### config.mk
export PLATFORM = sky130hd
export DESIGN_NAME = hps_div
export DESIGN_NICKNAME = d
export VERILOG_FILES = /design/src/sv/hps_pkg.sv /design/src/sv/hps_div.sv
export SDC_FILE = /design/constraint.sdc
export NUM_CORES = 1
export LEC_CHECK = 0
export BUFFER_PORTS_ARGS = -buffer_cell sky130_fd_sc_hd__buf_2
export CAP_MARGIN = 20
export CORE_ASPECT_RATIO = 0.8
export CORE_MARGIN = 2
export CORE_UTILIZATION = 25
export CTS_CLUSTER_DIAMETER = 80
export DETAILED_ROUTE_END_ITERATION = 7
export PLACE_DENSITY = 0.47
export SYNTH_ARGS = -nofsm -noshare
export SYNTH_HDL_FRONTEND = slang
export SYNTH_SLANG_ARGS = --single-unit
export TNS_END_PERCENT = 30
### constraint.sdc
create_clock -name clk -period 4.4 [get_ports clk]
set_input_delay 0 -clock clk [delete_from_list [all_inputs] [get_ports clk]]
set_output_delay 0 -clock clk [all_outputs]
set_load 0.02 [all_outputs]
### src/sv/hps_pkg.sv
// ----------------------------------------------------------------------------
// hps_pkg
// Shared types and constants of the Huber proposal 2 scale estimator.
// ----------------------------------------------------------------------------
package hps_pkg;

  localparam int FracBits = 16;
  localparam int DivW     = 128;
  localparam int DivCntW  = 8;

  localparam logic [1:0] StOk   = 2'd0;
  localparam logic [1:0] StFew  = 2'd1;
  localparam logic [1:0] StZero = 2'd2;

  localparam logic [7:0] CfgThr  = 8'd0;
  localparam logic [7:0] CfgMaxP = 8'd1;
  localparam logic [7:0] CfgClip = 8'd2;
  localparam logic [7:0] CfgLow  = 8'd3;

  localparam logic [31:0] ThrRst  = 32'd66;
  localparam logic [7:0]  MaxPRst = 8'd50;
  localparam logic [31:0] ClipRst = 32'd88146;
  localparam logic [31:0] LowRst  = 32'd46505;

  typedef struct packed {
    logic signed [31:0] sample;
    logic               last;
  } in_item_t;

  typedef struct packed {
    logic [31:0] scale_estimate;
    logic [7:0]  passes_used;
    logic [1:0]  status;
  } out_item_t;

  typedef struct packed {
    logic busy;
    logic done;
    logic rem_nz;
  } div_sts_t;

  typedef struct packed {
    logic busy;
    logic done;
  } sqrt_sts_t;

endpackage

### src/sv/hps_div.sv
// ----------------------------------------------------------------------------
// hps_div
// Restoring divider, one quotient bit per cycle, quotient saturated to 64 bits.
// ----------------------------------------------------------------------------
module hps_div (
  input  logic                       clk,
  input  logic                       rst_n,
  input  logic                       start,
  input  logic [hps_pkg::DivW-1:0]   dividend,
  input  logic [hps_pkg::DivCntW-1:0] nbits,
  input  logic [31:0]                divisor,
  output logic [63:0]                quot,
  output hps_pkg::div_sts_t          sts
);
  import hps_pkg::*;

  logic               busy_r, done_r;
  logic [DivCntW-1:0] cnt_r;
  logic [DivW-1:0]    dvd_r;
  logic [32:0]        rem_r, rem_sh, rem_nxt;
  logic [31:0]        den_r;
  logic [63:0]        q_r;
  logic               ovf_r, ge;

  assign rem_sh  = {rem_r[31:0], dvd_r[DivW-1]};
  assign ge      = rem_sh >= {1'b0, den_r};
  assign rem_nxt = ge ? rem_sh - {1'b0, den_r} : rem_sh;

  always_ff @(posedge clk) begin
    if (!rst_n) begin
      busy_r <= 1'b0;
      done_r <= 1'b0;
      cnt_r  <= '0;
    end else begin
      done_r <= 1'b0;
      if (start) begin
        busy_r <= 1'b1;
        cnt_r  <= nbits;
      end else if (busy_r) begin
        cnt_r <= cnt_r - 1'b1;
        if (cnt_r == DivCntW'(1)) begin
          busy_r <= 1'b0;
          done_r <= 1'b1;
        end
      end
    end
  end

  always_ff @(posedge clk) begin
    if (start) begin
      dvd_r <= dividend << (DivW - int'(nbits));
      rem_r <= '0;
      q_r   <= '0;
      ovf_r <= 1'b0;
      den_r <= divisor;
    end else if (busy_r) begin
      dvd_r <= dvd_r << 1;
      rem_r <= rem_nxt;
      q_r   <= {q_r[62:0], ge};
      ovf_r <= ovf_r | q_r[63];
    end
  end

  assign quot       = ovf_r ? '1 : q_r;
  assign sts.busy   = busy_r;
  assign sts.done   = done_r;
  assign sts.rem_nz = rem_r != '0;

endmodule

# Word level (Yosys, flattened, before mapping)
# Index checks and enable logic that the tools add are counted.
# Widths: inputs -> output; s select.
dict set report classes {
  n_addsub 3
  magnitude_cmp 1
  n_eq_ne 1
  n_shift 1
  mux 10
  n_bitwise 3
  n_reduce_logical 3
}
# operator count
set ops {}
lappend ops {{$mux 128} 2}
lappend ops {{$shl 128x32->128} 1}
lappend ops {{$mux 64} 1}
lappend ops {{$ge 33x32->1} 1}
lappend ops {{$mux 33} 1}
lappend ops {{$reduce_bool 33->1} 1}
lappend ops {{$sub 33x32->33} 1}
lappend ops {{$mux 8} 2}
lappend ops {{$sub 8x8->9 const A} 1}
lappend ops {{$eq 8x1->1 const B} 1}
lappend ops {{$sub 8x1->8 const B} 1}
lappend ops {{$mux 1} 4}
lappend ops {{$reduce_or 3->1} 1}
lappend ops {{$not 1->1} 2}
lappend ops {{$reduce_bool 2->1} 1}
lappend ops {{$or 1x1->1} 1}
dict set report word_totals {
  ff_bits 268
  in_bits 171
  output_inout_bits 67
  wordCells 30
}

# Logic depth before layout (Yosys ltp)
# Gate-level depths: netlist of run 1.
dict set report depth {
  ltp_word 4
  mapped_depth 18
  ltp_nobuf 11
}

# Least setup slack after synthesis of run 1
# No wires, ideal clock.
dict set report synth_path {
  kind {register to register}
  start {register busy_r}
  end {register dvd_r[0] (enable)}
  setup_time_ps 480
  arrival_time_ps 3385
  t_required_ps 3920
  slack_ps 534
  stages_incl_launch_ff 5
  n_path_buf 2
  period_less_slack_ps 3866
  cell_sequence {dfxtp_1 clkbuf_1 nor2_1 clkbuf_1 inv_1}
}
dict set report synth_between {
  elab_chain_cells 1
}
# item line_no
set synth_rtl {}
lappend synth_rtl {{from (decl)} hps_div.sv:17} ;# logic busy_r, done_r;
lappend synth_rtl {{from (signal assigned)} hps_div.sv:31} ;# busy_r <= 1'b0;
lappend synth_rtl {{from (signal assigned)} hps_div.sv:37} ;# busy_r <= 1'b1;
lappend synth_rtl {{from (signal assigned)} hps_div.sv:42} ;# busy_r <= 1'b0;
lappend synth_rtl {{$reduce_bool 2->1 (no source line)} n/a}
lappend synth_rtl {{to (signal assigned)} hps_div.sv:51} ;# dvd_r <= dividend << (DivW - int'(nbits));
lappend synth_rtl {{to (signal assigned)} hps_div.sv:57} ;# dvd_r <= dvd_r << 1;
lappend synth_rtl {{to (decl)} hps_div.sv:19} ;# logic [DivW-1:0] dvd_r;
# Every way passes these cells.
# A chain may end at the register's enable or synchronous reset.

# Worst setup path in the final report of run 1
dict set report layout_path {
  start {input nbits[0] (netlist bit)}
  end {register dvd_r[102], data pin}
}
dict set report layout_between {
  elab_chain_cells 3
}
# item line_no
set layout_rtl {}
lappend layout_rtl {{from (decl)} hps_div.sv:10} ;# input logic [hps_pkg::DivCntW-1:0] nbits,
lappend layout_rtl {{$sub 8x8->9} hps_div.sv:51}
lappend layout_rtl {{$shl 128x32->128} hps_div.sv:51}
lappend layout_rtl {{$mux 128} hps_div.sv:50} ;# if (start) begin
# Every way passes these cells.

==> impl_metrics.env, run 1 <==
export IMPL_outcome="completed"
export IMPL_root_buffer="clkbuf_16"
export IMPL_reg2reg_depth=11
export IMPL_dpl_cell_count=3631
export IMPL_cts_tree="built"
export IMPL_clockBufferDepth=3
export IMPL_viasPerCell=5.48
export IMPL_gp_congestion=0.966
export IMPL_maxCapViolCount=0
export IMPL_antenna_found_initial=0
export IMPL_netlist_top_cells_area="edfxtp_1, mux2i_1, dfxtp_1"
export IMPL_synth_seq_cells=268
export IMPL_stdcell_area_sq_mm=0.0258
export IMPL_crit_arrival_ps=4210
export IMPL_endpoint="dvd_r[102]"
export IMPL_clock_sinks=268
export IMPL_final_cell_mix="mux2i_1, nand2_1, buf_2, nor2_1, edfxtp_1"
export IMPL_post_route_period_util_pct=88.2
export IMPL_detail_route_antenna_nets=0
export IMPL_hpwlAfterDp_um=64000
export IMPL_clk_latency_ps=590
export IMPL_path_clk_slew_ps=70
export IMPL_maxSlewViolCount=0
export IMPL_leakagePower_nw=10.6
export IMPL_die_area_sq_mm=0.0898
export IMPL_dpl_worst_slack_ps=619
export IMPL_synthFlopType="edfxtp_1"
export IMPL_routedWlPerCell_um=22.6
export IMPL_die_w_um=335
export IMPL_drive_gt1_share_pct=23.8
export IMPL_yosysSeqAreaShare_pct=31.9
export IMPL_power_density_mw_per_mm2=322
export IMPL_drcViolationCount=0
export IMPL_holdCritPathClass="primary input to flip-flop"
export IMPL_grt_max_degree=114
export IMPL_yosysUniqueCellTypes=83
export IMPL_startpoint_type="primary input"
export IMPL_synth_top_area_share_pct=22.0
export IMPL_fin_skew_ps=24.7
export IMPL_grt_setup_unrepaired="no"
export IMPL_ys_warn_count=0
export IMPL_cts_setup_buffers=0
export IMPL_yosys_area_top_type="edfxtp_1"
export IMPL_mostFrequentLayoutCell="mux2i_1"
export IMPL_regToRegSetupSlack_ps=1040
export IMPL_num_vias=20468
export IMPL_hold_depth=2
export IMPL_critPathKind="primary input to flip-flop"
export IMPL_numCtsBuffers=30
export IMPL_antenna_cells=0
export IMPL_wirelength_um=84400
export IMPL_dpl_cell_area_sq_mm=0.0244
export IMPL_drtPass1Iterations=8
export IMPL_cp_startpoint="nbits[0]"
export IMPL_syn_nets=2603
export IMPL_fillerInstances=9105
export IMPL_postSynthAreaPerCell_sq_um=9.12
export IMPL_period_needed_ps=3880
export IMPL_utilization_pct=30.0
export IMPL_synthCells=2396
export IMPL_worstMarginPinSlew_ps=1080
export IMPL_finalSetupViolCount=0
export IMPL_setup_tns_ps=0
export IMPL_track_usage_pct=18.0
export IMPL_slew_headroom_pct=28.1
export IMPL_cp_required_ps=4730
export IMPL_setup_ws_ps=518
export IMPL_syn_area_sq_mm=0.0219
export IMPL_num_rows=96
export IMPL_peakVddDrop_v=0.000255
export IMPL_async_reset_ff_share_pct=0
export IMPL_path_max_fanout=77
export IMPL_rr_endpoint="rem_r[25]"
export IMPL_whs_ps=127
export IMPL_nets=2788
export IMPL_synth_edf_count=160
export IMPL_die_h_um=268
export IMPL_drt_initial_drc_count=2210
export IMPL_grt_remaining_overflow=0
export IMPL_finalHoldViolations=0
export IMPL_max_freq_mhz=258
export IMPL_fin_total_pwr_mw=8.31
export IMPL_port_buffers=237
export IMPL_htree_levels=1
export IMPL_final_instance_count_excl_fill=3732
export IMPL_grt_pass1_wl_um=126000
export IMPL_start_util_pct=25.3
export IMPL_r2r_start="den_r[2]"
export IMPL_core_area_sq_mm=0.0862
export IMPL_worst_setup_path_end_kind="flip-flop"
export IMPL_ios=238
export IMPL_syn_to_final_growth_pct=18.2
export IMPL_first_global_vias=19674
-- cell usage after synthesis, drive strengths merged (10+ instances only) --
| library cell | count |
|---|---|
| a21oi | 92 |
| a311oi | 12 |
| o21a | 10 |
| mux2i | 277 |
| nor4 | 18 |
| o221ai | 34 |
| or2 | 77 |
| a22o | 31 |
| or3 | 18 |
| o22ai | 20 |
| a22oi | 24 |
| a222oi | 10 |
| xnor2 | 19 |
| nor2 | 234 |
| ha | 35 |
| mux2 | 84 |
| nand2b | 14 |
| xor2 | 17 |
| o21ai | 127 |
| a211oi | 50 |
| nor3 | 30 |
| dfxtp | 108 |
| a21o | 14 |
| inv | 59 |
| clkbuf | 102 |
| edfxtp | 160 |
| o211ai | 47 |
| buf | 110 |
| a221o | 17 |
| a221oi | 22 |
| nand3 | 39 |
| o211a | 17 |
| mux4 | 57 |
| a32oi | 10 |
| and2 | 10 |
| o2bb2ai | 34 |
| and3 | 17 |
| nand2 | 240 |
-- state kept, by name, summed over array words and instances (netlist names) --
register,count
done_r,1
cnt_r,8
dvd_r,128
q_r,64
busy_r,1
ovf_r,1
rem_r,33
den_r,32
-- per-layer routing --
metal  vias up  track usage (%)  part of all wire (%)  wire length (um)
li1       9468                -                     -                 -
met1     10132             26.2                    47             39700
met2       776             27.8                    44             36800
met3        92             3.50                   7.6              6430
met4         0             3.14                   1.8              1540
met5         -                0                     0                 0
-- worst max-delay path, cell delays in order --
cell	delay [ps]
dlygate4sd3_1	560
buf_6	350
inv_1	200
ha_4	240
xor2_4	190
buf_12	290
buf_4	300
mux2i_1	320
nor4_1	80
a311oi_1	840
nand2_1	280
a32oi_1	260
buf_4	140
nand3_1	70
-- how the worst min path moves through the flow --
stage | start | to
after global placement | divisor[30] | den_r[30]
final | divisor[5] | den_r[5]
after floorplan | divisor[0] | den_r[0]
after global routing | divisor[14] | den_r[14]
after detailed placement | divisor[8] | den_r[8]
after CTS | divisor[8] | den_r[8]
-- layout make-up --
cell class                      count  area, sq um  share of cell area, %
Multi-Input combinational cell   1857        13800                   53.5
Sequential cell                   268         6970                   27.0
Timing Repair Buffer              365         2400                   9.28
Tap cell                         1127         1410                   5.46
Clock buffer                       43          885                   3.42
Inverter                           59          226                  0.876
Clock inverter                     13          128                  0.494
-- power by group --
part / leakage (nW) / switching, mW / internal, mW
registers: 2.55 / 0.103 / 2.89
clock network: 0.507 / 1.10 / 1.51
logic: 7.51 / 1.70 / 1.00
total: 10.6 / 2.91 / 5.40
-- kinds of logic after synthesis --
| logic type | share of synthesized area, % |
|---|---|
| mux | 22.9 |
| compound gates | 21.3 |
| fa+ha+maj | 2.09 |
| xor+xnor | 1.48 |
| simple gates | 15.0 |
| flops | 31.9 |
| buf+inv | 5.37 |
-- what timing repair did --
item,4_1_cts,5_1_grt
endpoints found under the hold margin,49,0
setup endpoints to repair,0,0
gates resized for setup,0,0
hold buffers,44,0
No activity file was read; power rests on OpenSTA's default activity.
==> run 2, diff against run 1 <==
- CTS_BUF_LIST: not set -> sky130_fd_sc_hd__clkbuf_16
- clock period: 4.4 -> 5 ns (I/O delays scaled with it)
==> impl_metrics.env, run 2 (synthesis gave the netlist of run 1 again) <==
export IMPL_wirelength_um=86100
export IMPL_register_area_sq_mm=0.00697
export IMPL_antenna_found_initial=3
export IMPL_max_flop_register="dvd_r"
export IMPL_dpl_cell_area_sq_mm=0.0242
export IMPL_grt_setup_unrepaired="no"
export IMPL_root_buffer="clkbuf_16"
export IMPL_critPathKind="primary input to flip-flop"
export IMPL_start_util_pct=25.3
export IMPL_die_w_um=335
export IMPL_hpwlAfterDp_um=64300
export IMPL_die_area_sq_mm=0.0898
export IMPL_peakVddDrop_v=0.000252
export IMPL_num_rows=96
export IMPL_max_freq_mhz=252
export IMPL_whs_ps=116
export IMPL_period_needed_ps=3970
export IMPL_track_usage_pct=18.5
export IMPL_path_max_fanout=38
export IMPL_routedWlPerCell_um=23.2
export IMPL_maxSlewViolCount=0
export IMPL_outcome="completed"
export IMPL_grt_pass1_wl_um=128000
export IMPL_htree_levels=1
export IMPL_drcViolationCount=0
export IMPL_core_area_sq_mm=0.0862
export IMPL_setup_ws_ps=1030
export IMPL_grt_remaining_overflow=0
export IMPL_setup_tns_ps=0
export IMPL_finalHoldViolations=0
export IMPL_dpl_worst_slack_ps=1060
export IMPL_die_h_um=268
export IMPL_endpoint="dvd_r[127]"
export IMPL_multiInputGateArea_sq_mm=0.0138
export IMPL_clockBufferDepth=3
export IMPL_fillerInstances=9136
export IMPL_drive_gt1_share_pct=22.8
export IMPL_syn_to_final_growth_pct=16.7
export IMPL_hold_depth=4
export IMPL_nets=2762
export IMPL_stdcell_area_sq_mm=0.0255
export IMPL_r2r_start="den_r[2]"
export IMPL_cts_resized=0
export IMPL_regToRegSetupSlack_ps=1600
export IMPL_num_vias=20316
export IMPL_leakagePower_nw=10.4
export IMPL_largest_reg_flops=128
export IMPL_crit_arrival_ps=4320
export IMPL_holdCritPathClass="primary input to flip-flop"
export IMPL_reg2reg_depth=11
export IMPL_cts_tree="built"
export IMPL_detail_route_antenna_nets=0
export IMPL_clk_latency_ps=590
export IMPL_fin_skew_ps=22.6
export IMPL_dpl_cell_count=3607
export IMPL_reg_top3="dvd_r x128, q_r x64, rem_r x33"
export IMPL_viasPerCell=5.48
export IMPL_drt_initial_drc_count=2220
export IMPL_mostFrequentLayoutCell="mux2i_1"
export IMPL_startpoint_type="primary input"
export IMPL_drtPass1Iterations=6
export IMPL_power_density_mw_per_mm2=280
export IMPL_gp_congestion=0.911
export IMPL_final_cell_mix="mux2i_1, nand2_1, buf_2, nor2_1, edfxtp_1"
export IMPL_port_buffers=237
export IMPL_slew_headroom_pct=29.1
export IMPL_numCtsBuffers=31
export IMPL_ios=238
export IMPL_rr_endpoint="rem_r[32]"
export IMPL_first_global_vias=19578
export IMPL_path_clk_slew_ps=60
export IMPL_maxCapViolCount=0
export IMPL_grt_max_degree=143
export IMPL_post_route_period_util_pct=79.5
export IMPL_clock_sinks=268
export IMPL_finalSetupViolCount=0
export IMPL_final_instance_count_excl_fill=3706
export IMPL_worstMarginPinSlew_ps=1060
export IMPL_cp_startpoint="nbits[1]"
export IMPL_cp_required_ps=5350
export IMPL_worst_setup_path_end_kind="flip-flop"
==> run 2: changes by cell type in the layout (fill, tap and decap cells not counted), moves of 3 or more <==
cell	before	now
buf_12	10	7
buf_4	74	53
inv_1	56	65
clkbuf_2	3	0
clkbuf_1	3	0
clkbuf_8	6	0
==> run 2: worst min path at each step <==
stage / start / end / slack (ps)
CTS: divisor[15] / den_r[15] / 70
global placement: divisor[30] / den_r[30] / 180
floorplan: divisor[0] / den_r[0] / 100
finish: nbits[0] / cnt_r[0] / 120
detailed placement: divisor[10] / den_r[10] / 180
global route: divisor[29] / den_r[29] / 90
==> run 2: final cells by class <==
type	count	share of cell area, %
Multi-Input combinational cell	1857	54.2
Sequential cell	268	27.3
Timing Repair Buffer	338	8.41
Tap cell	1127	5.53
Clock buffer	32	3.14
Inverter	59	0.888
Clock inverter	24	0.476
Antenna cell	1	0.00981
==> run 2: critical path: stages <==
cell           delay (ps)
dlygate4sd3_1         540
buf_2                 180
inv_1                  90
ha_4                  210
xnor2_2               530
buf_4                 500
mux2i_1               180
mux4_2                500
o22ai_1               540
nor2_1                 80
nor3_1                600
a21oi_1               100
o211ai_1              250
==> run 2: power by group <==
group | internal (mW) | switching [mW] | total [mW]
Clock | 1.15 | 0.998 | 2.15
Combinational | 0.852 | 1.51 | 2.36
Sequential | 2.54 | 0.0842 | 2.63
Total | 4.55 | 2.59 | 7.14
==> run 2: routing by layer <==
layer | share of wire (%) | vias up | track usage, %
met5 | 0.015 | - | 0
met4 | 2.0 | 2 | 3.55
met3 | 6.6 | 96 | 3.21
met2 | 44 | 676 | 29.0
met1 | 47 | 10103 | 26.6
li1 | - | 9439 | -
==> run 2: what timing repair did <==
action	CTS	global route
hold endpoints to repair	42	0
buffers inserted	0	0
hold buffers	42	0
==> run 2: per-stage QoR <==
stage | total power, mW | util (%)
CTS | 7.17 | 29.6
finish | 7.14 | 29.6
global route | 7.46 | 29.6
detailed placement | 4.95 | 28.0
floorplan | 4.13 | -
global placement | 4.96 | 28.0
