==> src/sv/hps_pkg.sv <==
// ----------------------------------------------------------------------------
// hps_pkg
// Shared types and constants of the Huber proposal 2 scale estimator.
// ----------------------------------------------------------------------------
package hps_pkg;

  localparam int FracBits = 16;
  localparam int DivW     = 128;
  localparam int DivCntW  = 8;

  localparam logic [1:0] StOk   = 2'd0;
  localparam logic [1:0] StFew  = 2'd1;
  localparam logic [1:0] StZero = 2'd2;

  localparam logic [7:0] CfgThr  = 8'd0;
  localparam logic [7:0] CfgMaxP = 8'd1;
  localparam logic [7:0] CfgClip = 8'd2;
  localparam logic [7:0] CfgLow  = 8'd3;

  localparam logic [31:0] ThrRst  = 32'd66;
  localparam logic [7:0]  MaxPRst = 8'd50;
  localparam logic [31:0] ClipRst = 32'd88146;
  localparam logic [31:0] LowRst  = 32'd46505;

  typedef struct packed {
    logic signed [31:0] sample;
    logic               last;
  } in_item_t;

  typedef struct packed {
    logic [31:0] scale_estimate;
    logic [7:0]  passes_used;
    logic [1:0]  status;
  } out_item_t;

  typedef struct packed {
    logic busy;
    logic done;
    logic rem_nz;
  } div_sts_t;

  typedef struct packed {
    logic busy;
    logic done;
  } sqrt_sts_t;

endpackage

==> src/sv/hps_sqrt.sv <==
// ----------------------------------------------------------------------------
// hps_sqrt
// Integer square root of a 64-bit value, one result bit per cycle.
// ----------------------------------------------------------------------------
module hps_sqrt (
  input  logic               clk,
  input  logic               rst_n,
  input  logic               start,
  input  logic [63:0]        radicand,
  output logic [31:0]        root,
  output hps_pkg::sqrt_sts_t sts
);
  import hps_pkg::*;

  logic        busy_r, done_r;
  logic [63:0] x_r, r_r, bit_r, trial;
  logic        ge;

  assign trial = r_r + bit_r;
  assign ge    = x_r >= trial;

  always_ff @(posedge clk) begin
    if (!rst_n) begin
      busy_r <= 1'b0;
      done_r <= 1'b0;
    end else begin
      done_r <= 1'b0;
      if (start) begin
        busy_r <= 1'b1;
      end else if (busy_r && bit_r[0]) begin
        busy_r <= 1'b0;
        done_r <= 1'b1;
      end
    end
  end

  always_ff @(posedge clk) begin
    if (start) begin
      x_r   <= radicand;
      r_r   <= '0;
      bit_r <= 64'd1 << 62;
    end else if (busy_r) begin
      if (ge) begin
        x_r <= x_r - trial;
        r_r <= (r_r >> 1) + bit_r;
      end else begin
        r_r <= r_r >> 1;
      end
      bit_r <= bit_r >> 2;
    end
  end

  assign root     = r_r[31:0];
  assign sts.busy = busy_r;
  assign sts.done = done_r;

endmodule

==> config.mk <==
export PLATFORM = sky130hd
export DESIGN_NAME = hps_sqrt
export DESIGN_NICKNAME = d
export VERILOG_FILES = /design/src/sv/hps_pkg.sv /design/src/sv/hps_sqrt.sv
export SDC_FILE = /design/constraint.sdc
export NUM_CORES = 1
export LEC_CHECK = 0
export BUFFER_PORTS_ARGS = -buffer_cell sky130_fd_sc_hd__buf_2
export CAP_MARGIN = 20
export CORE_UTILIZATION = 30
export DETAILED_ROUTE_END_ITERATION = 10
export GPL_ROUTABILITY_DRIVEN = 1
export SETUP_SLACK_MARGIN = 0.05
export SYNTH_ARGS = -nofsm -noshare
export SYNTH_HDL_FRONTEND = slang
export SYNTH_SLANG_ARGS = --single-unit
==> constraint.sdc <==
create_clock -name clk -period 5.51 [get_ports clk]
set_input_delay 0.2755 -clock clk [delete_from_list [all_inputs] [get_ports clk]]
set_output_delay 0.2755 -clock clk [all_outputs]
set_load 0.02 [all_outputs]
After elaboration in Yosys (flattened, before gate mapping)
Cells that the tools add are included.
{ "classes": {"add_sub_neg": 3, "magnitude_cmp": 1, "n_mux": 7, "bitwise": 1, "reduce_logical": 6} }
{ "ops": {"columns": ["cell", "count"], "rows": [
  ["2-to-1 mux 64 bit", 4],
  ["adder 63 x 63 -> 64 bit", 1],
  ["adder 64 x 63 -> 64 bit", 1],
  [">= comparator 64 bit", 1],
  ["subtractor 64 bit", 1],
  ["nonzero test 2 bit", 3],
  ["2-to-1 mux 1 bit", 3],
  ["AND reduction 2 bit", 1],
  ["OR reduction 2 bit", 1],
  ["logical AND 1 bit", 1],
  ["inverter 1 bit", 1]
]} }
{ "word_totals": {"register_bits": 162, "input_bits": 67, "out_inout_bits": 34} }

Depth between registers and ports, before layout
Gate-level depths: netlist (run 1).
{ "logic_depth": {"word_depth": 5, "mapped_depth": 27, "ltp_nobuf": 25} }

Worst setup path before layout (run 1)
OpenSTA, ideal clock, no wires.
{ "synth_timing": {"kind": "register to register", "start": "reg bit_r[0]", "end": "reg x_r[0] (enable)", "setup_time_ps": 394, "arrival_time_ps": 5299, "slack_ps": -183, "stages_incl_launch_ff": 26, "cell_sequence": "dfxtp_1 -> ha_1 -> ha_1 -> a21o_1 -> a31o_2 -> a211o_1 -> a211o_1 -> a21o_1 -> a31oi_1 -> o31a_1 -> o21ai_1 -> a21oi_1 -> nor2b_1 -> xnor2_1 -> ha_1 -> clkbuf_1 -> nand2_1 -> nor3_1 -> nand4_1 -> o21bai_1 -> a21oi_1 -> o31a_1 -> buf_2 -> buf_2 -> nor2_1 -> or2_2"} }
{ "synth_between": {"elab_chain_len": 4} }
{ "synth_rtl": {"columns": ["item", "line", "rtl"], "rows": [
  ["start, declared", "hps_sqrt.sv:16", "logic [63:0] x_r, r_r, bit_r, trial;"],
  ["start signal, assigned", "hps_sqrt.sv:41", "bit_r <= 64'd1 << 62;"],
  ["start signal, assigned", "hps_sqrt.sv:49", "bit_r <= bit_r >> 2;"],
  ["adder 64 x 63 -> 64 bit", "hps_sqrt.sv:19", "assign trial = r_r + bit_r;"],
  [">= comparator 64 bit", "hps_sqrt.sv:20", "assign ge = x_r >= trial;"],
  ["nonzero test 2 bit (no source line)", null, null],
  ["AND reduction 2 bit (no source line)", null, null],
  ["end signal, assigned", "hps_sqrt.sv:39", "x_r <= radicand;"],
  ["end signal, assigned", "hps_sqrt.sv:44", "x_r <= x_r - trial;"],
  ["end, declared", "hps_sqrt.sv:16", null]
]} }
No other way between the ends.
A chain may end at the register's enable or synchronous reset.

Final worst setup path (run 1)
{ "layout_timing": {"start": "reg bit_r[2]", "end": "reg x_r[0] (enable)"} }
Same word-level chain as after synthesis.

==> results of run 1 <==
critical path, stage by stage (launching register included):
cell	delay, ns
dfxtp_1	0.39
ha_4	0.24
a31oi_4	0.18
o21bai_2	0.13
a211oi_4	0.36
o21bai_4	0.14
buf_4	0.17
o41ai_2	0.22
buf_4	0.17
a31o_2	0.20
buf_4	0.13
o21ai_0	0.09
xnor2_1	0.26
ha_1	0.29
a21o_1	0.17
o21bai_1	0.19
o21bai_1	0.18
a211oi_1	0.23
o21ai_0	0.11
a21oi_1	0.19
o31a_4	0.32
nor2_2	0.07
or2_4	0.36
clkbuf_16	0.22
where the power goes:
group          internal [mW]  switching, mW  total [mW]
clock                  0.577          0.572        1.15
combinational           1.60           2.20        3.80
sequential              1.56          0.172        1.73
total                   3.73           2.95        6.68
cell usage after synthesis, types with 45 or more instances:
| master | instances | area [sq um] |
|---|---|---|
| a21oi_1 | 130 | 651 |
| o21ai_0 | 167 | 836 |
| ha_1 | 130 | 1630 |
| nand4_1 | 46 | 288 |
| nand2_1 | 197 | 739 |
| xnor2_1 | 72 | 631 |
| dfxtp_1 | 98 | 1960 |
| xor2_1 | 76 | 666 |
| nor2_1 | 176 | 661 |
| a21o_1 | 59 | 443 |
| a31oi_1 | 52 | 325 |
| edfxtp_1 | 64 | 1920 |
| clkbuf_1 | 93 | 349 |
| mux2i_1 | 45 | 450 |
flip-flops by register name (all words and copies together) (netlist names):
name / cells
busy_r: 1
x_r: 64
done_r: 1
bit_r: 32
r_r: 64
cells by family (layout without fill, tap and decap cells):
kind of cell / count (synthesis) / after routing / share of synthesized area
DFF: 162 / 162 / 0.259
and+or+nand+nor: 573 / 573 / 0.177
AOI/OAI and AO/OA: 631 / 631 / 0.273
xor gates and xnor gates: 148 / 148 / 0.0866
adders and majority gates: 131 / 131 / 0.110
buffers and inverters: 192 / 286 / 0.0598
muxes: 50 / 50 / 0.0338
area by class of cell:
| cell class | count | area share |
|---|---|---|
| clock buffers | 17 | 0.0243 |
| clock inverters | 15 | 0.00609 |
| inverters | 44 | 0.00945 |
| multi-input cells | 1533 | 0.603 |
| flip-flops and latches | 162 | 0.223 |
| well taps | 664 | 0.0475 |
| repair buffers | 210 | 0.0871 |
cells in the final DEF (no fill, tap or decap), types with 11 or more instances in the layout:
master	Yosys	final
buf_2	14	99
nand2b_1	14	14
inv_1	43	42
nand4_1	46	46
xor2_1	76	76
o21bai_1	29	28
buf_4	36	96
clkbuf_16	0	22
nor2_1	176	173
o21ai_0	167	164
a31o_2	18	18
a221oi_1	13	11
dfxtp_1	98	93
edfxtp_1	64	64
xnor2_1	72	72
nor3_1	23	21
o21ai_1	15	15
nand2_1	197	197
a31oi_1	52	46
a21o_1	59	59
mux2i_1	45	45
or3_1	22	21
a211oi_1	41	37
nor2b_1	21	21
ha_1	130	122
o21a_1	11	11
a21oi_1	130	121
a311oi_1	17	17
nand3_1	23	23
metal layers:
metal / vias up / track usage / wire, microns
met2: 390 / 0.281 / 21300
met5: - / 0 / 27
met4: 4 / 0.0786 / 1250
met3: 81 / 0.0389 / 2630
li1: 7074 / - / -
met1: 6739 / 0.233 / 21300
through the flow:
step	worst slack (ns)	hold slack, ns
floorplan	0.118	0.393
global placement	0.0842	0.512
detailed placement	0.0151	0.518
CTS	0.0250	0.0156
global route	0.0225	0.0446
finish	0.219	0.0490
worst min-delay path by stage:
stage / start / to / cells past startpoint
after global routing: radicand[14] / x_r[14] / 3
after floorplan: rst_n / busy_r / 1
after global placement: rst_n / busy_r / 2
after detailed placement: rst_n / busy_r / 2
final: radicand[14] / x_r[14] / 3
after CTS: radicand[14] / x_r[14] / 3
timing repair:
item	4_1_cts	5_1_grt
hold buffers	1	0
hold endpoints to repair	1	0
gates cloned	1	6
endpoints found under the setup margin	18	146
setup buffers	0	7
pin swaps	1	29
gates resized for setup	5	64
==> results.md, run 1 <==
* Final non-filler cell total at 2645
* Reg2reg start: bit_r[2]
* Post-route ant nets at 0
* Fin area at 0.0175 sq mm
* H-tree depth at 4
* Total wire length at 46.5 mm
* Post-DP Area at 0.0164 sq mm
* Number of fill cells at 5120
* # DRC at 0
* Number of global-route vias before repair at 13600
* IO Pins at 101
* CTS Buf Count at 17
* Root buffer cell: clkbuf_16
* Fmax at 0.189 GHz
* Core Region at 0.0491 sq mm
* Initial Util at 0.305
* Initial antenna violation count at 2
* Overall power at 6.68 mW
* Final min period at 5.29 ns
* R2R depth at 23
* Die ar. at 0.0508 sq mm
* Cells after DPL at 2598
* Pwr dens at 382 mW/mm^2
* Clk pin slew, worst setup/hold paths at 0.08 ns
* Vias per std cell at 5.40
* Reg-to-reg endpoint: x_r[0]
* Setup crit start kind: register
* 1st-pass router iterations at 5
* Clock skew at 0.0170 ns
* CTS tree: built
* WP data required at 5.76 ns
* Port Buffer Count at 100
* Maxcap violations at 0
* Total gr overflow at 0
* Vias at 14300
* Crit Path Max Fanout at 7
* Slew Limit Fails at 0
* Area taken by multi-input logic gates at 0.0105 sq mm
* Cell Area, Synth at 0.0150 sq mm
* Endpoint arrival time on the critical path at 5.54 ns
* Setup tns final at 0 ns
* Least-Margin Pin Slew at 0.746 ns
* Relative slew slack at 0.502
* Avg Synthesized Cell Area at 7.93 sq um
* Sink Count at 162
* Largest net degree at the start of global routing at 87
* Area Overhead vs Synth at 16.7%
* Synth Net Count at 2085
* Clock latency on the worst-skew pair at 0.50 ns
* Final setup vio count at 0
* Storage cell area at 0.00389 sq mm
* Outcome: completed
* Primary FF master, synth: dfxtp_1
* Post-DR wirelength/cell at 17.6 microns
* Peak VDD IR at 0.000255 V
* CP endpoint kind: register
* Placer Congestion at 0.913
* Die Y at 225 microns
* Leak at 6.87 nW
* Syn Inst Count at 1887
* Die width at 225 microns
* Hold Path Class: in2reg
* Nets at 2166
* Share of cells above drive strength 1 at 0.174
* Reg2reg setup slack at 0.22 ns
* Hold Fails Final Rpt at 0
* First-pass GRT wire length at 71.3 mm
* CP startpoint: bit_r[2]
* Post-synth EDFFs at 64
* HPWL after detailed placement at 34.4 mm
* Final period util at 0.960
* GRT Util Overall at 0.178
* Iter 0 DRT Violations at 938
* Critical path class: reg2reg
* Crit path capture: x_r[0]
* Post-synthesis sequential area ratio at 0.259
* Num rows at 81
* Asr flop ratio synth at 0
* Ant. Diodes at 0
* Finished Core Util at 0.356
* Yosys cell types at 82
* Ys Warns at 0
* Bufs on Longest Clock Path at 2
* RSZ-0062 raised after global routing: false
* Number of synthesized register bits at 162
Note: power is estimated with default switching activity, not from simulation.
==> run 2, diff against run 1 <==
ABC_AREA = 1   (was default)
==> run 2 against run 1 <==
Against the previous run: the flow now finishes with violations (design-rule violations); cell count is 70% higher; register-to-register slack better by 0.33 ns; final area is 26% higher; largest power group unchanged; sequential power is 21% higher; non-clock buffer count is 64 lower; die area is 34% higher; count of clock-buffer cells in the layout is 1 higher; global-route usage is 6.3 points higher; area after synthesis is 34% higher; via count is 59% higher; clock skew is 0.0085 ns higher.
==> results.md, run 2 <==
* Least-Margin Pin Slew at 1.14 ns (was 0.746 ns)
* Outcome: complete, but fails checks (was completed)
* Psw at 5.94 mW (was 2.95 mW)
* GRT Util Overall at 0.241 (was 0.178)
* Sink Count at 162 (unchanged)
* Top post-synthesis cells by area: nand2_1, dfxtp_1, edfxtp_1 (was dfxtp_1, edfxtp_1, ha_1)
* Comb power frac at 0.683 (was 0.569)
* HPWL after detailed placement at 67.4 mm (was 34.4 mm)
* Post-DP Area at 0.0214 sq mm (was 0.0164 sq mm)
* Initial Util at 0.304 (was 0.305)
* Primary FF master, synth: dfxtp_1 (unchanged)
* Hold Path Class: in2reg (unchanged)
* Die ar. at 0.0681 sq mm (was 0.0508 sq mm)
* WP data required at 5.66 ns (was 5.76 ns)
* # DRC at 4 (was 0)
* Iter 0 DRT Violations at 1627 (was 938)
* Vias at 22700 (was 14300)
* H-tree depth at 4 (unchanged)
* RSZ-0062 raised after global routing: false (unchanged)
* Clk pin slew, worst setup/hold paths at 0.07 ns (was 0.08 ns)
* Total gr overflow at 0 (unchanged)
* Avg Synthesized Cell Area at 5.63 sq um (was 7.93 sq um)
* Cell Area, Synth at 0.0201 sq mm (was 0.0150 sq mm)
* Post-synthesis sequential area ratio at 0.193 (was 0.259)
* Most common cell after layout, fill and taps aside: nand2_1 (unchanged)
* Final period util at 0.901 (was 0.960)
* Ys Warns at 0 (unchanged)
* Slew Limit Fails at 0 (unchanged)
* Finished Core Util at 0.333 (was 0.356)
* Seq pwr share at 0.195 (was 0.259)
* Pwr dens at 487 mW/mm^2 (was 382 mW/mm^2)
* Port Buffer Count at 100 (unchanged)
* Bufs on Longest Clock Path at 2 (unchanged)
* Leak at 10.1 nW (was 6.87 nW)
* Top flop regs: r_r (64), x_r (64), bit_r (32) (unchanged)
* Largest net degree at the start of global routing at 87 (unchanged)
* Area Overhead vs Synth at 9.58% (was 16.7%)
* Crit Path Max Fanout at 40 (was 7)
* Share of cells above drive strength 1 at 0.0662 (was 0.174)
* Endpoint arrival time on the critical path at 5.11 ns (was 5.54 ns)
* Post-synth EDFFs at 64 (unchanged)
* Most instantiated cells after synthesis: nand2_1, inv_1, nor2_1 (was nand2_1, nor2_1, o21ai_0)
* Yosys cell types at 47 (was 82)
* Yosys top cell area share at 0.226 (was 0.131)
* Failing checks: design-rule violations
* Number of global-route vias before repair at 21900 (was 13600)
* CP endpoint kind: register (unchanged)
* Nets at 3813 (was 2166)
* Die Y at 261 microns (was 225 microns)
* Reg2reg setup slack at 0.55 ns (was 0.22 ns)
* Peak VDD IR at 0.000312 V (was 0.000255 V)
* Clock skew at 0.0255 ns (was 0.0170 ns)
* Final min period at 4.96 ns (was 5.29 ns)
* Synth area leader: nand2_1 (was dfxtp_1)
* Count leader, synth: nand2_1 (unchanged)
* Ant. Diodes at 0 (unchanged)
* CTS tree: built (unchanged)
* Number of synthesized register bits at 162 (unchanged)
* Post-DR wirelength/cell at 18.2 microns (was 17.6 microns)
* Vias per std cell at 5.06 (was 5.40)
* Die width at 261 microns (was 225 microns)
* Asr flop ratio synth at 0 (unchanged)
* Total wire length at 81.7 mm (was 46.5 mm)
* Maxcap violations at 0 (unchanged)
* Setup crit start kind: register (unchanged)
* Critical path class: reg2reg (unchanged)
* Initial antenna violation count at 0 (was 2)
* Hold Fails Final Rpt at 0 (unchanged)
* # Post-CTS Setup Buffers at 0 (unchanged)
* Core Region at 0.0661 sq mm (was 0.0491 sq mm)
* Fmax at 0.201 GHz (was 0.189 GHz)
* IO Pins at 101 (unchanged)
* Placer Congestion at 1.01 (was 0.913)
* Fin area at 0.0220 sq mm (was 0.0175 sq mm)
* Post-route ant nets at 0 (unchanged)
* 1st-pass router iterations at 8 (was 5)
* Clock latency on the worst-skew pair at 0.50 ns (about the same)
* Synth Net Count at 3769 (was 2085)
* Num rows at 94 (was 81)
* Root buffer cell: clkbuf_16 (unchanged)
* First-pass GRT wire length at 124 mm (was 71.3 mm)
* CTS Buf Count at 17 (unchanged)
* Clk pwr share at 0.122 (was 0.172)
* Switching power share of the total at 0.553 (was 0.441)
* Final setup vio count at 0 (unchanged)
* Syn Inst Count at 3571 (was 1887)
* Relative slew slack at 0.238 (was 0.502)
* Setup tns final at 0 ns (unchanged)
* Int Pwr at 4.80 mW (was 3.73 mW)
* Most frequent cells in the layout: nand2_1, inv_1, nor2_1, nand3_1, a21oi_1 (was nand2_1, nor2_1, o21ai_0, ha_1, a21oi_1)
-- run 2: path summary, 6_finish.rpt --
check            end  depth (start not counted)          from
max          x_r[48]                         21       r_r[20]
max reg2reg  x_r[48]                         21       r_r[20]
min reg2reg   r_r[0]                          2        r_r[0]
min          x_r[53]                          3  radicand[53]
-- run 2: final cells by class --
cell class	instances	area, sq um
clock buffer	18	450
tap	864	1080
timing repair buffer	146	880
clock inverter	14	176
fill	7677	44100
sequential	162	3890
multi-input combinational	2795	13700
inverter	493	1850
-- run 2: logic make-up after synthesis --
group,after synthesis,share of synthesized area
AND/OR/NAND/NOR,2090,0.428
buffers and inverters,614,0.126
AO/OA/AOI/OAI,476,0.129
flip-flops,162,0.193
adder cells (fa/ha/maj),131,0.0819
XOR/XNOR,98,0.0427
-- run 2: repair_timing --
action / 4_1_cts / 5_1_grt
setup endpoints to repair: 0 / 40
hold buffers: 1 / 0
gates resized for setup: 0 / 1
endpoints found under the hold margin: 2 / 0
-- run 2: through the flow --
step | total power, mW | worst slack [ns] | hold slack, ns | cells
detailed placement | 9.27 | 0.388 | 0.507 | 4459
floorplan | 7.15 | 0.510 | 0.408 | 3571
finish | 10.7 | 0.546 | 0.0461 | 4492
global placement | 9.27 | 0.395 | 0.505 | 4459
global route | 11.7 | 0.117 | 0.0515 | 4492
CTS | 10.6 | 0.373 | 0.0232 | 4492
-- run 2: critical path, cell delays in order, from the launching register on --
cell	delay (ns)
dfxtp_1	0.30
buf_4	0.17
ha_1	0.36
nand2_1	0.10
o21ai_0	0.35
nand2_1	0.14
o21ai_0	0.41
a21oi_1	0.07
o21ai_0	0.27
nand3_1	0.28
nand3_1	0.16
nand2_1	0.09
ha_1	0.37
nand2_1	0.12
nor2_1	0.26
nand2_1	0.17
nor3_2	0.26
nand2_2	0.10
nand2_2	0.10
nand2_2	0.07
nand2_2	0.08
buf_6	0.37
-- run 2: per-layer routing --
metal  track usage  vias to the layer above  share of wire
met5             0                        -              0
met3        0.0251                      118          0.058
li1              -                    11400              -
met4        0.0981                        0          0.037
met1         0.325                    10400           0.45
met2         0.392                      778           0.45
-- run 2: power groups by stage --
stage	clock (mW)	combinational, mW	sequential [mW]
after CTS	1.34	7.21	2.08
final	1.31	7.33	2.10
after global routing	1.37	8.15	2.13
after global placement	0	7.16	2.11
after detailed placement	0	7.17	2.10
after floorplan	0	5.22	1.93
==> run 3, diff against run 2 <==
CORE_MARGIN = 2   (was default)
CORE_UTILIZATION = 50   (was 30)
PLACE_DENSITY = 0.7   (was default)
==> run 3 against run 2 <==
Against the previous run: the flow now finishes without violations; critical path depth unchanged; worst setup slack lost 0.20 ns; clock skew down 0.0040 ns.
==> results.md, run 3 (synthesis gave the netlist of run 2 again) <==
* Outcome: completed (was complete, but fails checks)
* Largest net degree at the start of global routing at 77 (was 87)
* CTS tree: built (unchanged)
* Post-DP Area at 0.0210 sq mm (was 0.0214 sq mm)
* IO Pins at 101 (unchanged)
* Endpoint arrival time on the critical path at 5.52 ns (was 5.11 ns)
* Hold Path Class: in2reg (unchanged)
* Num rows at 73 (was 94)
* Finished Core Util at 0.543 (was 0.333)
* Placement Setup Slack at 0.186 ns (was 0.388 ns)
* Nets at 3814 (was 3813)
* Pwr dens at 487 mW/mm^2 (about the same)
* Relative slew slack at 0.342 (was 0.238)
* Vias at 23000 (was 22700)
* Hold path cells at 3 (unchanged)
* GRT Util Overall at 0.371 (was 0.241)
* CP endpoint kind: register (unchanged)
* Slew Limit Fails at 0 (unchanged)
* Storage cell area at 0.00389 sq mm (unchanged)
* Clock skew at 0.0215 ns (was 0.0255 ns)
* Port Buffer Count at 100 (unchanged)
* # DRC at 0 (was 4)
* Final non-filler cell total at 4155 (was 4492)
* Critical path class: reg2reg (unchanged)
* # Post-CTS Setup Buffers at 0 (unchanged)
* Overall power at 10.5 mW (was 10.7 mW)
* Cells after DPL at 4121 (was 4459)
* Setup tns final at 0 ns (unchanged)
* Placer Congestion at 1.03 (was 1.01)
* Area Overhead vs Synth at 7.26% (was 9.58%)
* Initial Util at 0.506 (was 0.304)
* Number of global-route vias before repair at 21400 (was 21900)
* Maxcap violations at 0 (unchanged)
* Post-route ant nets at 0 (unchanged)
* Die Y at 205 microns (was 261 microns)
* Sink Count at 162 (unchanged)
* Least-Margin Pin Slew at 0.976 ns (was 1.14 ns)
* RSZ-0062 raised after global routing: false (unchanged)
* Post-DR wirelength/cell at 18.7 microns (was 18.2 microns)
* Share of cells above drive strength 1 at 0.0664 (was 0.0662)
* Final min period at 5.17 ns (was 4.96 ns)
* Final period util at 0.937 (was 0.901)
* Die ar. at 0.0419 sq mm (was 0.0681 sq mm)
* First-pass GRT wire length at 118 mm (was 124 mm)
* Clock latency on the worst-skew pair at 0.52 ns (was 0.50 ns)
* Hold Fails Final Rpt at 0 (unchanged)
* Initial antenna violation count at 0 (unchanged)
* Total wire length at 77.6 mm (was 81.7 mm)
* Core Region at 0.0397 sq mm (was 0.0661 sq mm)
* Root buffer cell: clkbuf_16 (unchanged)
* Setup crit start kind: register (unchanged)
* HPWL after detailed placement at 62.8 mm (was 67.4 mm)
* Peak VDD IR at 0.000379 V (was 0.000312 V)
* Crit Path Max Fanout at 64 (was 40)
* Clk pin slew, worst setup/hold paths at 0.08 ns (was 0.07 ns)
* Vias per std cell at 5.55 (was 5.06)
* Leak at 10.1 nW (about the same)
* Most common cell after layout, fill and taps aside: nand2_1 (unchanged)
* WP data required at 5.87 ns (was 5.66 ns)
* Area taken by multi-input logic gates at 0.0137 sq mm (unchanged)
* Die width at 205 microns (was 261 microns)
* Fmax at 0.194 GHz (was 0.201 GHz)
* Fin area at 0.0216 sq mm (was 0.0220 sq mm)
* Setup WS post-layout at 0.345 ns (was 0.546 ns)
* Most frequent cells in the layout: nand2_1, inv_1, nor2_1, nand3_1, a21oi_1 (unchanged)
* Final setup vio count at 0 (unchanged)
* 1st-pass router iterations at 5 (was 8)
* Top flop regs: r_r (64), x_r (64), bit_r (32) (unchanged)
* Bufs on Longest Clock Path at 2 (unchanged)
* Total gr overflow at 0 (unchanged)
* Number of fill cells at 4374 (was 7677)
* Iter 0 DRT Violations at 2036 (was 1627)
* Hold_ws at 0.0307 ns (was 0.0461 ns)
* R2R depth at 21 (unchanged)
* H-tree depth at 4 (unchanged)
* CTS Buf Count at 17 (unchanged)
run 3: where the power goes:
part | total (mW) | leakage [nW] | internal [mW] | switching, mW
clock network | 1.28 | 0.295 | 0.661 | 0.615
registers | 2.11 | 1.44 | 1.72 | 0.386
logic | 7.12 | 8.33 | 2.37 | 4.76
total | 10.5 | 10.1 | 4.75 | 5.76
run 3: routing by layer:
metal  wire length, microns  up-vias  track usage
met1                  32400    10300        0.474
li1                       -    11500            -
met5                      0        -            0
met4                   4550        0        0.208
met2                  34500     1000        0.599
met3                   6140      222       0.0533
run 3: final timing paths:
check	start	endpoint	slack, ns
worst max register to register	r_r[20]	r_r[14]	0.34
worst min-delay path	radicand[3]	x_r[3]	0.03
worst min register to register	r_r[0]	r_r[0]	0.49
worst max-delay path	r_r[20]	r_r[14]	0.34
run 3: area by class of cell:
| cell class | instances | area share |
|---|---|---|
| well taps | 525 | 0.0304 |
| multi-input cells | 2795 | 0.636 |
| clock buffers | 19 | 0.0210 |
| clock inverters | 13 | 0.00632 |
| flip-flops and latches | 162 | 0.180 |
| diodes | 1 | 0.000116 |
| repair buffers | 147 | 0.0405 |
| inverters | 493 | 0.0858 |
run 3: worst max-delay path, cell delays in order, from the launching register on:
cell and delay [ns]:
dfxtp_1 0.43, ha_1 0.41, nand2_1 0.10, o21ai_0 0.36
nand2_1 0.14, o21ai_0 0.45, a21oi_1 0.07, o21ai_0 0.39
nand3_1 0.22, nand3_1 0.15, nand2_1 0.07, ha_1 0.38
nand2_1 0.13, nor2_1 0.25, nand2_1 0.15, nor2_1 0.22
a21oi_4 0.10, nand2_2 0.10, buf_6 0.46, nand2_1 0.20
nand3_1 0.11, a21oi_1 0.07
run 3: repair_timing:
action,in CTS,in global routing
endpoints found under the setup margin,0,127
resized for setup,0,6
hold endpoints to repair,1,0
hold buffers,1,0
